**config.mk**
```make
export PLATFORM = sky130hd
export DESIGN_NAME = prt_ctrl
export DESIGN_NICKNAME = d
export VERILOG_FILES = /design/src/rtl/prt_pkg.sv /design/src/rtl/prt_ctrl.sv
export SDC_FILE = /design/constraint.sdc
export NUM_CORES = 1
export LEC_CHECK = 0
export BUFFER_PORTS_ARGS = -buffer_cell sky130_fd_sc_hd__clkbuf_2
export CAP_MARGIN = 20
export CORE_UTILIZATION = 40
export DETAILED_ROUTE_END_ITERATION = 10
export HOLD_SLACK_MARGIN = 0.12
export PLACE_DENSITY = 0.66
export SYNTH_ARGS = -nofsm -noshare
export SYNTH_HDL_FRONTEND = slang
export SYNTH_SLANG_ARGS = --single-unit
```
**constraint.sdc**
```tcl
create_clock -name clk -period 5.67 [get_ports clk]
set_input_delay 0.567 -clock clk [delete_from_list [all_inputs] [get_ports clk]]
set_output_delay 0.567 -clock clk [all_outputs]
set_load 0.02 [all_outputs]
```
**src/rtl/prt_pkg.sv**
```systemverilog
// Shared types, constants and the arctangent table for the polygon rotate and translate block.
// Used by prt_ctrl, prt_datapath and polygon_rotate_translate. Depends on nothing else.
package prt_pkg;

    localparam int MAX_POINTS_DEF     = 16;
    localparam int TRIG_FRAC_BITS_DEF = 15;

    localparam int COORD_W   = 16;
    localparam int ANGLE_W   = 16;
    localparam int OUT_IDX_W = 4;

    localparam int CORDIC_ITERS = 30;
    localparam int CORDIC_W     = 34;
    localparam int CORDIC_FRAC  = 30;
    localparam int ITER_W       = $clog2(CORDIC_ITERS);
    localparam int RES_W        = ANGLE_W - 2;
    localparam int Z_SHIFT      = 32 - ANGLE_W;

    localparam logic signed [CORDIC_W-1:0] CORDIC_GAIN = CORDIC_W'(652032874);

    typedef enum logic [1:0] {
        KIND_DEFINE   = 2'd0,
        KIND_POSITION = 2'd1,
        KIND_COMMIT   = 2'd2,
        KIND_READ     = 2'd3
    } kind_t;

    typedef enum logic [3:0] {
        ST_IDLE,
        ST_CORDIC,
        ST_TRIG,
        ST_PT_READ,
        ST_PT_MUL,
        ST_PT_SUM,
        ST_PT_EMIT,
        ST_RD_READ,
        ST_RD_EMIT,
        ST_CM_READ,
        ST_CM_WRITE
    } state_t;

    typedef struct packed {
        kind_t                      kind;
        logic                       first;
        logic signed [COORD_W-1:0]  point_x;
        logic signed [COORD_W-1:0]  point_y;
        logic signed [COORD_W-1:0]  origin_x;
        logic signed [COORD_W-1:0]  origin_y;
        logic        [ANGLE_W-1:0]  angle;
    } in_item_t;

    typedef struct packed {
        logic        [OUT_IDX_W-1:0] index;
        logic signed [COORD_W-1:0]   out_x;
        logic signed [COORD_W-1:0]   out_y;
        logic                        last;
    } out_item_t;

    typedef struct packed {
        logic                  cordic_init;
        logic                  cordic_step;
        logic [ITER_W-1:0]     iter;
        logic                  trig_load;
        logic                  mul_en;
        logic                  sum_en;
        logic                  def_we;
        logic                  tent_we;
        logic                  act_we;
        logic                  out_load;
        logic                  out_from_act;
        logic [OUT_IDX_W-1:0]  out_index;
        logic                  out_last;
    } cmd_t;

    typedef struct packed {
        logic out_busy;
    } status_t;

    // Arctangent of 2^-i in units of 2^-32 turn.
    function automatic logic [CORDIC_W-1:0] atan_turn(input logic [ITER_W-1:0] i);
        logic [CORDIC_W-1:0] v;
        unique case (i)
            5'd0:    v = CORDIC_W'(536870912);
            5'd1:    v = CORDIC_W'(316933406);
            5'd2:    v = CORDIC_W'(167458907);
            5'd3:    v = CORDIC_W'(85004756);
            5'd4:    v = CORDIC_W'(42667334);
            5'd5:    v = CORDIC_W'(21354464);
            5'd6:    v = CORDIC_W'(10679839);
            5'd7:    v = CORDIC_W'(5340245);
            5'd8:    v = CORDIC_W'(2670163);
            5'd9:    v = CORDIC_W'(1335087);
            5'd10:   v = CORDIC_W'(667544);
            5'd11:   v = CORDIC_W'(333772);
            5'd12:   v = CORDIC_W'(166886);
            5'd13:   v = CORDIC_W'(83443);
            5'd14:   v = CORDIC_W'(41722);
            5'd15:   v = CORDIC_W'(20861);
            5'd16:   v = CORDIC_W'(10430);
            5'd17:   v = CORDIC_W'(5215);
            5'd18:   v = CORDIC_W'(2608);
            5'd19:   v = CORDIC_W'(1304);
            5'd20:   v = CORDIC_W'(652);
            5'd21:   v = CORDIC_W'(326);
            5'd22:   v = CORDIC_W'(163);
            5'd23:   v = CORDIC_W'(81);
            5'd24:   v = CORDIC_W'(41);
            5'd25:   v = CORDIC_W'(20);
            5'd26:   v = CORDIC_W'(10);
            5'd27:   v = CORDIC_W'(5);
            5'd28:   v = CORDIC_W'(3);
            5'd29:   v = CORDIC_W'(1);
            default: v = '0;
        endcase
        return v;
    endfunction

endpackage

```
**src/rtl/prt_ctrl.sv**
```systemverilog
// Sequencer for the polygon rotate and translate block: point count, walk index and CORDIC count.
// Depends on prt_pkg; drives the command struct read by prt_datapath.
module prt_ctrl #(
    parameter int MAX_POINTS = prt_pkg::MAX_POINTS_DEF,
    localparam int IW = (MAX_POINTS > 1) ? $clog2(MAX_POINTS) : 1,
    localparam int CNTW = $clog2(MAX_POINTS + 1)
) (
    input  logic              clk,
    input  logic              rst_n,
    input  logic              in_valid,
    output logic              in_ready,
    input  prt_pkg::kind_t    kind,
    input  logic              first,
    input  prt_pkg::status_t  status,
    output prt_pkg::cmd_t     cmd,
    output logic [IW-1:0]     addr
);

    prt_pkg::state_t              state_reg, state_next;
    logic [CNTW-1:0]              count_reg, count_next;
    logic [CNTW-1:0]              idx_reg, idx_next;
    logic [prt_pkg::ITER_W-1:0]   iter_reg, iter_next;
    logic                         is_last;

    assign is_last = (({1'b0, idx_reg} + (CNTW + 1)'(1)) == {1'b0, count_reg});

    always_ff @(posedge clk or negedge rst_n) begin
        if (!rst_n) begin
            state_reg <= prt_pkg::ST_IDLE;
            count_reg <= '0;
            idx_reg   <= '0;
            iter_reg  <= '0;
        end else begin
            state_reg <= state_next;
            count_reg <= count_next;
            idx_reg   <= idx_next;
            iter_reg  <= iter_next;
        end
    end

    always_comb begin
        state_next = state_reg;
        count_next = count_reg;
        idx_next   = idx_reg;
        iter_next  = iter_reg;
        in_ready   = 1'b0;
        addr       = idx_reg[IW-1:0];
        cmd           = '0;
        cmd.iter      = iter_reg;
        cmd.out_index = prt_pkg::OUT_IDX_W'(idx_reg);
        cmd.out_last  = is_last;

        unique case (state_reg)
            prt_pkg::ST_IDLE:
            begin
                in_ready = 1'b1;
                addr     = first ? '0 : count_reg[IW-1:0];
                idx_next = '0;
                if (in_valid)
                begin
                    unique case (kind)
                        prt_pkg::KIND_DEFINE:
                        begin
                            if (first)
                            begin
                                cmd.def_we = 1'b1;
                                count_next = CNTW'(1);
                            end else if (count_reg < CNTW'(MAX_POINTS))
                            begin
                                cmd.def_we = 1'b1;
                                count_next = count_reg + CNTW'(1);
                            end
                        end
                        prt_pkg::KIND_POSITION:
                        begin
                            if (count_reg != '0)
                            begin
                                cmd.cordic_init = 1'b1;
                                iter_next       = '0;
                                state_next      = prt_pkg::ST_CORDIC;
                            end
                        end
                        prt_pkg::KIND_COMMIT:
                        begin
                            if (count_reg != '0)
                            begin
                                state_next = prt_pkg::ST_CM_READ;
                            end
                        end
                        prt_pkg::KIND_READ:
                        begin
                            if (count_reg != '0)
                            begin
                                state_next = prt_pkg::ST_RD_READ;
                            end
                        end
                    endcase
                end
            end
            prt_pkg::ST_CORDIC:
            begin
                cmd.cordic_step = 1'b1;
                iter_next       = iter_reg + prt_pkg::ITER_W'(1);
                if (iter_reg == prt_pkg::ITER_W'(prt_pkg::CORDIC_ITERS - 1))
                begin
                    state_next = prt_pkg::ST_TRIG;
                end
            end
            prt_pkg::ST_TRIG:
            begin
                cmd.trig_load = 1'b1;
                state_next    = prt_pkg::ST_PT_READ;
            end
            prt_pkg::ST_PT_READ:
            begin
                state_next = prt_pkg::ST_PT_MUL;
            end
            prt_pkg::ST_PT_MUL:
            begin
                cmd.mul_en = 1'b1;
                state_next = prt_pkg::ST_PT_SUM;
            end
            prt_pkg::ST_PT_SUM:
            begin
                cmd.sum_en = 1'b1;
                state_next = prt_pkg::ST_PT_EMIT;
            end
            prt_pkg::ST_PT_EMIT:
            begin
                if (!status.out_busy)
                begin
                    cmd.tent_we  = 1'b1;
                    cmd.out_load = 1'b1;
                    if (is_last)
                    begin
                        state_next = prt_pkg::ST_IDLE;
                    end else
                    begin
                        idx_next   = idx_reg + CNTW'(1);
                        state_next = prt_pkg::ST_PT_READ;
                    end
                end
            end
            prt_pkg::ST_RD_READ:
            begin
                state_next = prt_pkg::ST_RD_EMIT;
            end
            prt_pkg::ST_RD_EMIT:
            begin
                if (!status.out_busy)
                begin
                    cmd.out_load     = 1'b1;
                    cmd.out_from_act = 1'b1;
                    if (is_last)
                    begin
                        state_next = prt_pkg::ST_IDLE;
                    end else
                    begin
                        idx_next   = idx_reg + CNTW'(1);
                        state_next = prt_pkg::ST_RD_READ;
                    end
                end
            end
            prt_pkg::ST_CM_READ:
            begin
                state_next = prt_pkg::ST_CM_WRITE;
            end
            prt_pkg::ST_CM_WRITE:
            begin
                cmd.act_we = 1'b1;
                if (is_last)
                begin
                    state_next = prt_pkg::ST_IDLE;
                end else
                begin
                    idx_next   = idx_reg + CNTW'(1);
                    state_next = prt_pkg::ST_CM_READ;
                end
            end
        endcase
    end

endmodule

```
==> metrics, run 1 <==
DR WL/cell=14.2 µm; final max-slew violation count=0; initial antenna violation count=0; post-synthesis simple-gate area fraction=0.297; worst-path fanout max=14; vias in the first global route=~1200; max cap viols=0; root buffer cell=clkbuf_8; ys flop type=dfrtp_1; grt ovf=0; CP startpoint=state_reg[3]; Final ANT Viol Nets=0; final hold vios=0; Crit path arrival time=around 2.2 ns; headroom to the max-slew limit=0.663; Mean Syn Cell Area=slightly below 9 µm²; syn nets=between 150 and 200; I/O pin count=32; worst skew pair latency=about 0.26 ns; CTS max path bufs=2; Post-synth EDFFs=0; CTS tree=built; Initial DRC Count=just over 60; setup_tns=0 ns; Synth-to-Final Area Change=10.9%; clock sinks=19; worst hold path class=input port to async pin; Async S/R FF share, synth=1.00; Startpoint Class=flip-flop; Setup Skew=roughly 0.009 ns; CP required=just over 5 ns; PortBufs=31; Worst Setup End Kind=primary output; final worst-path setup slack=around 2.9 ns; clk slew on worst S/H paths=0.08 ns; setup bufs post-CTS=0; PnR Total Power=about 860 µW; area leader, netlist=dfrtp_1; Syn Std Cell Area=around 1600 µm²; largest net degree at the start of global routing=20; Initial DRT Pass Iterations=4; Ant. Diodes=0; TritonCTS Buffers=3; # hold bufs at CTS=0; unrepaired setup endpoints after global routing=no; RD Place Congestion=between 0.8 and 0.9; reg2reg start=idx_reg[0]; Synth Area in Adders=0.0402; status=complete, no violations; post-place setup slack=approximately 3.2 ns; Setup CP Type=flip-flop to primary output; P per Cell Area=approximately 500 nW/µm²; Area contributors post-synth=dfrtp_1 31%, nand2_1 4.8%, ha_1 4.0%, o21ai_0 3.5%, a21oi_1 2.9%; commonest non-fill, non-tap cell in the layout=clkbuf_2; Syn Inst Count=between 150 and 200; CORE AREA=about 3700 µm²; first-pass GRT wire length=5980 µm; Detailed Place HPWL=roughly 2700 µm; Synth Register Bits=19; Min Hold Slack=0.256 ns; Vert. Die Dim=about 64 µm; vias=about 1400; DRC viols=0; complex-gate fraction of the synthesized area=0.229; Die ar.=4140 µm²; register area share after synthesis=0.306; commonest cells after routing, fill and taps aside=31 x clkbuf_2, 20 x nand2_1, 19 x dfrtp_1; NumNets Final=about 210; fmax=between 300 and 400 MHz; worst vdd ir=~0.22 mV; DIE WIDTH=roughly 64 µm; Detailed Route WL=about 3500 µm; post-synthesis xor/xnor area fraction=0.0370; Final Setup Violations=0; gr usage total=0.184; Leak=~0.00080 µW; post-route minimum period=2.79 ns; cts repair resizes=0; slew at the pin with the worst max-slew slack=roughly 0.5 ns; Avg Vias per Cell=around 5.7; H-tree levels=1; mux cell area share after synthesis=0.0137; non-filler cells, final=about 250; Yosys warnings=0; Rows=22; ratio of cells with drive above 1 in the final layout=0.264; fill count=about 390; final period utilization=0.492; placed insts=245; largest family of logic cells by synthesized area=simple AND/OR/NAND/NOR gates; post-synth top area share=0.306; starting density of the core=0.422; Synth cell types=52
worst paths after layout:
kind / endpoint / slack, ns / cells past startpoint
setup reg to reg: idx_reg[1] / 3.41 / 7
min in group clk: count_reg[0] / 0.57 / 1
max in group asynchronous: idx_reg[1] / 5.06 / 1
hold reg to reg: count_reg[0] / 0.57 / 1
setup / recovery: cmd[9] / 2.88 / 5
hold / removal: idx_reg[2] / 0.26 / 1
synth_stat cells, types with 3 or more instances:
cell,number
a21oi_1,9
a22o_1,4
buf_2,3
buf_4,6
clkbuf_1,4
dfrtp_1,19
ha_1,5
inv_1,5
nand2_1,20
nand2b_1,4
nand3_1,8
nor2_1,11
nor3_1,9
o211ai_1,4
o21a_1,4
o21ai_0,11
o21ai_1,3
o22a_1,3
or2_2,4
or4b_1,3
report_power, final:
part           internal [µW]  switching (µW)
Clock                   50.0            46.1
Sequential               183             108
Combinational            215             262
routing by layer:
metal	wire length [µm]	global-route usage
met5	0	0
met2	1610	0.283
met4	31	0.0472
met3	114	0.0375
met1	1770	0.259
cell families after synthesis:
family                   after synthesis
AND/OR/NAND/NOR                       77
AO/OA/AOI/OAI                         51
buffers and inverters                 21
flip-flops                            19
XOR/XNOR                               5
adder cells (fa/ha/maj)                5
multiplexers                           2
stage by stage:
stage | instance area (µm²) | utilization
final | 1730 | 0.468
after CTS | 1730 | 0.468
after global routing | 1730 | 0.468
after floorplan | 1560 | -
after detailed placement | 1680 | 0.456
after global placement | 1680 | 0.456
worst max-delay path: stages (launching register included):
cell,delay [ns]
dfrtp_1,0.55
or4_4,0.65
inv_2,0.15
nand3_2,0.17
a21oi_1,0.24
clkbuf_2,0.21
cell type report:
type / instances / area (µm²) / area share
well taps: 48 / 60.1 / 0.0348
repair buffers: 32 / 163 / 0.0943
inverters: 6 / 22.5 / 0.0131
flip-flops and latches: 19 / 475 / 0.276
clock buffers: 4 / 45.0 / 0.0261
multi-input cells: 140 / 960 / 0.556
Power figures use the tool's default switching activity.
==> inputs of run 2 (changes only) <==
--- a/config.mk
+++ b/config.mk
@@ -10,7 +10,7 @@
 export CORE_UTILIZATION = 40
 export DETAILED_ROUTE_END_ITERATION = 10
 export HOLD_SLACK_MARGIN = 0.12
-export PLACE_DENSITY = 0.66
+export PLACE_DENSITY = 0.69
 export SYNTH_ARGS = -nofsm -noshare
 export SYNTH_HDL_FRONTEND = slang
 export SYNTH_SLANG_ARGS = --single-unit
==> constraint.sdc (replaced) <==
create_clock -name clk -period 2.3 [get_ports clk]
set_input_delay 0.23 -clock clk [delete_from_list [all_inputs] [get_ports clk]]
set_output_delay 0.23 -clock clk [all_outputs]
set_load 0.02 [all_outputs]
==> run 2 against run 1 <==
Effect of this change:
- sequential share of layout area shrank 1.5 points
- worst setup slack got worse by 2.8 ns
- die area stayed put
- cell count increased by 4.8%
- combinational power rose to 2.7 times the previous value
- cell area up 7.0%
- highest routed layer unchanged
- register-to-register slack worse by 3.2 ns
==> metrics, run 2 (synthesis gave the netlist of run 1 again) <==
fmax=461 MHz; FF-to-FF End=state_reg[3]; worst reg2reg path depth=8 (+1); Initial DRC Count=94 (+52%); flop2flop setup slack=0.19 ns (-3.22 ns); Crit path arrival time=1.94 ns (-0.28 ns); worst vdd ir=0.423 mV (+96%); vias=1421 (+0.71%); metal2 WL=1650 µm (+2.6%); Detailed Place HPWL=2630 µm (-2.2%); slew at the pin with the worst max-slew slack=0.498 ns (-0.00648 ns); root buffer cell=clkbuf_8; gr usage total=0.183 (-0.00116); DIE WIDTH=64.4 µm (unchanged); starting density of the core=0.422 (unchanged); initial antenna violation count=0 (unchanged); Setup CP Type=flip-flop to primary output; M1 WL=1760 µm (-0.96%); Final ANT Viol Nets=0 (unchanged); Ant. Diodes=0 (unchanged); CORE AREA=3690 µm² (unchanged); TritonCTS Buffers=3 (unchanged); largest net degree at the start of global routing=20 (unchanged); CTS tree=built; Rows=22 (unchanged); CP required=2.07 ns (-3.03 ns); Hold Startpoint=first; CTS max path bufs=2 (unchanged); PortBufs=31 (unchanged); setup_tns=0 ns (unchanged); grt ovf=0 (unchanged); worst-path fanout max=12 (-2); post-place setup slack=0.234 ns (-2.95 ns); Initial DRT Pass Iterations=4 (unchanged); Detailed Route WL=3590 µm (+1.6%); max cap viols=0 (unchanged); DRC viols=0 (unchanged); Final Setup Violations=0 (unchanged); commonest cells after routing, fill and taps aside=30 x clkbuf_2, 20 x nand2_1, 15 x dfrtp_1; Worst Setup End Kind=primary output; Synth-to-Final Area Change=18.7%; DR WL/cell=13.7 µm (-3.1%); final worst-path setup slack=0.130 ns (-2.75 ns); Setup Skew=0.00322 ns (-0.00601 ns); P per Cell Area=1210 nW/µm² (+140%); final period utilization=0.943; H-tree levels=1 (unchanged); WL met3=146 µm (+28%); max layer used=met4; post-route minimum period=2.17 ns; ratio of cells with drive above 1 in the final layout=0.338 (+0.0743); Hold EP=count_reg[3]; commonest non-fill, non-tap cell in the layout=clkbuf_2; final max-slew violation count=0 (unchanged); headroom to the max-slew limit=0.666 (+0.00231); I/O pin count=32 (unchanged); Startpoint Class=flip-flop; unrepaired setup endpoints after global routing=no; reg2reg start=idx_reg[0]; Avg Vias per Cell=5.44 (-3.9%); first-pass GRT wire length=5870 µm (-1.9%); Die ar.=4140 µm² (unchanged); RD Place Congestion=0.847 (+3.4%); Vert. Die Dim=64.4 µm (unchanged); NumNets Final=226 (+5.6%); Leak=0.000851 µW (+6.7%); fin util=0.501 (+0.0329); final hold vios=0 (unchanged); Worst Hold Depth=2; clock sinks=19 (unchanged); worst skew pair latency=0.26 ns (about the same); worst hold path class=input port to flip-flop; vias in the first global route=1220 (-0.73%); clk slew on worst S/H paths=0.08 ns (about the same); status=complete, no violations
## run 2: worst max-delay path by stage
stage            startpoint  cells past startpoint  slack [ns]      endpoint
6_report       state_reg[1]                      6        0.13       addr[2]
5_1_grt        state_reg[1]                      6       0.008       addr[2]
4_1_cts        state_reg[0]                      5        0.03        cmd[9]
3_5_place_dp     idx_reg[1]                      6        0.23        cmd[0]
3_3_place_gp     idx_reg[1]                      6        0.30        cmd[0]
2_1_floorplan  state_reg[3]                      5        0.34  count_reg[1]
## run 2: metal layers
layer,vias to the layer above,track usage
li1,721,-
met1,667,0.268
met2,29,0.267
met3,4,0.0429
met4,0,0.0417
met5,-,0
## run 2: power breakdown
| part | internal, µW | switching, µW | leakage (µW) |
|---|---|---|---|
| Combinational | 590 | 715 | 0.000594 |
| Sequential | 458 | 233 | 0.000232 |
| Clock | 121 | 123 | 0.0000255 |
| Total | 1170 | 1070 | 0.000851 |
## run 2: worst max-delay path, stage by stage, from the launching register on
cell and delay, ns:
dfrtp_2 0.49, or4_4 0.56, buf_4 0.20, nor2_1 0.13
nand2_1 0.06, nand2_1 0.07, clkbuf_2 0.16
## run 2: stage by stage
step	hold slack (ns)	std cells	area [µm²]	total power, µW
floorplan	-0.0656	180	1560	1660
global placement	0.222	251	1730	1930
detailed placement	0.233	251	1730	1940
CTS	0.236	257	1800	2210
global route	0.236	261	1850	2430
finish	0.239	261	1850	2240
## run 2: timing repair
action | in CTS | in global routing
endpoints found under the hold margin | 19 | 0
setup buffers | 1 | 4
gates resized for setup | 2 | 8
gates cloned | 0 | 0
endpoints found under the setup margin | 1 | 4
hold buffers | 1 | 0
pin swaps | 0 | 2
## run 2: layout make-up
class                           count  area (µm²)
Sequential cell                    19         480
Multi-Input combinational cell    140         980
Inverter                            6        22.5
Clock buffer                        3        41.3
Timing Repair Buffer               44         258
Tap cell                           48        60.1
Clock inverter                      1        5.00
Fill cell                         372        1840
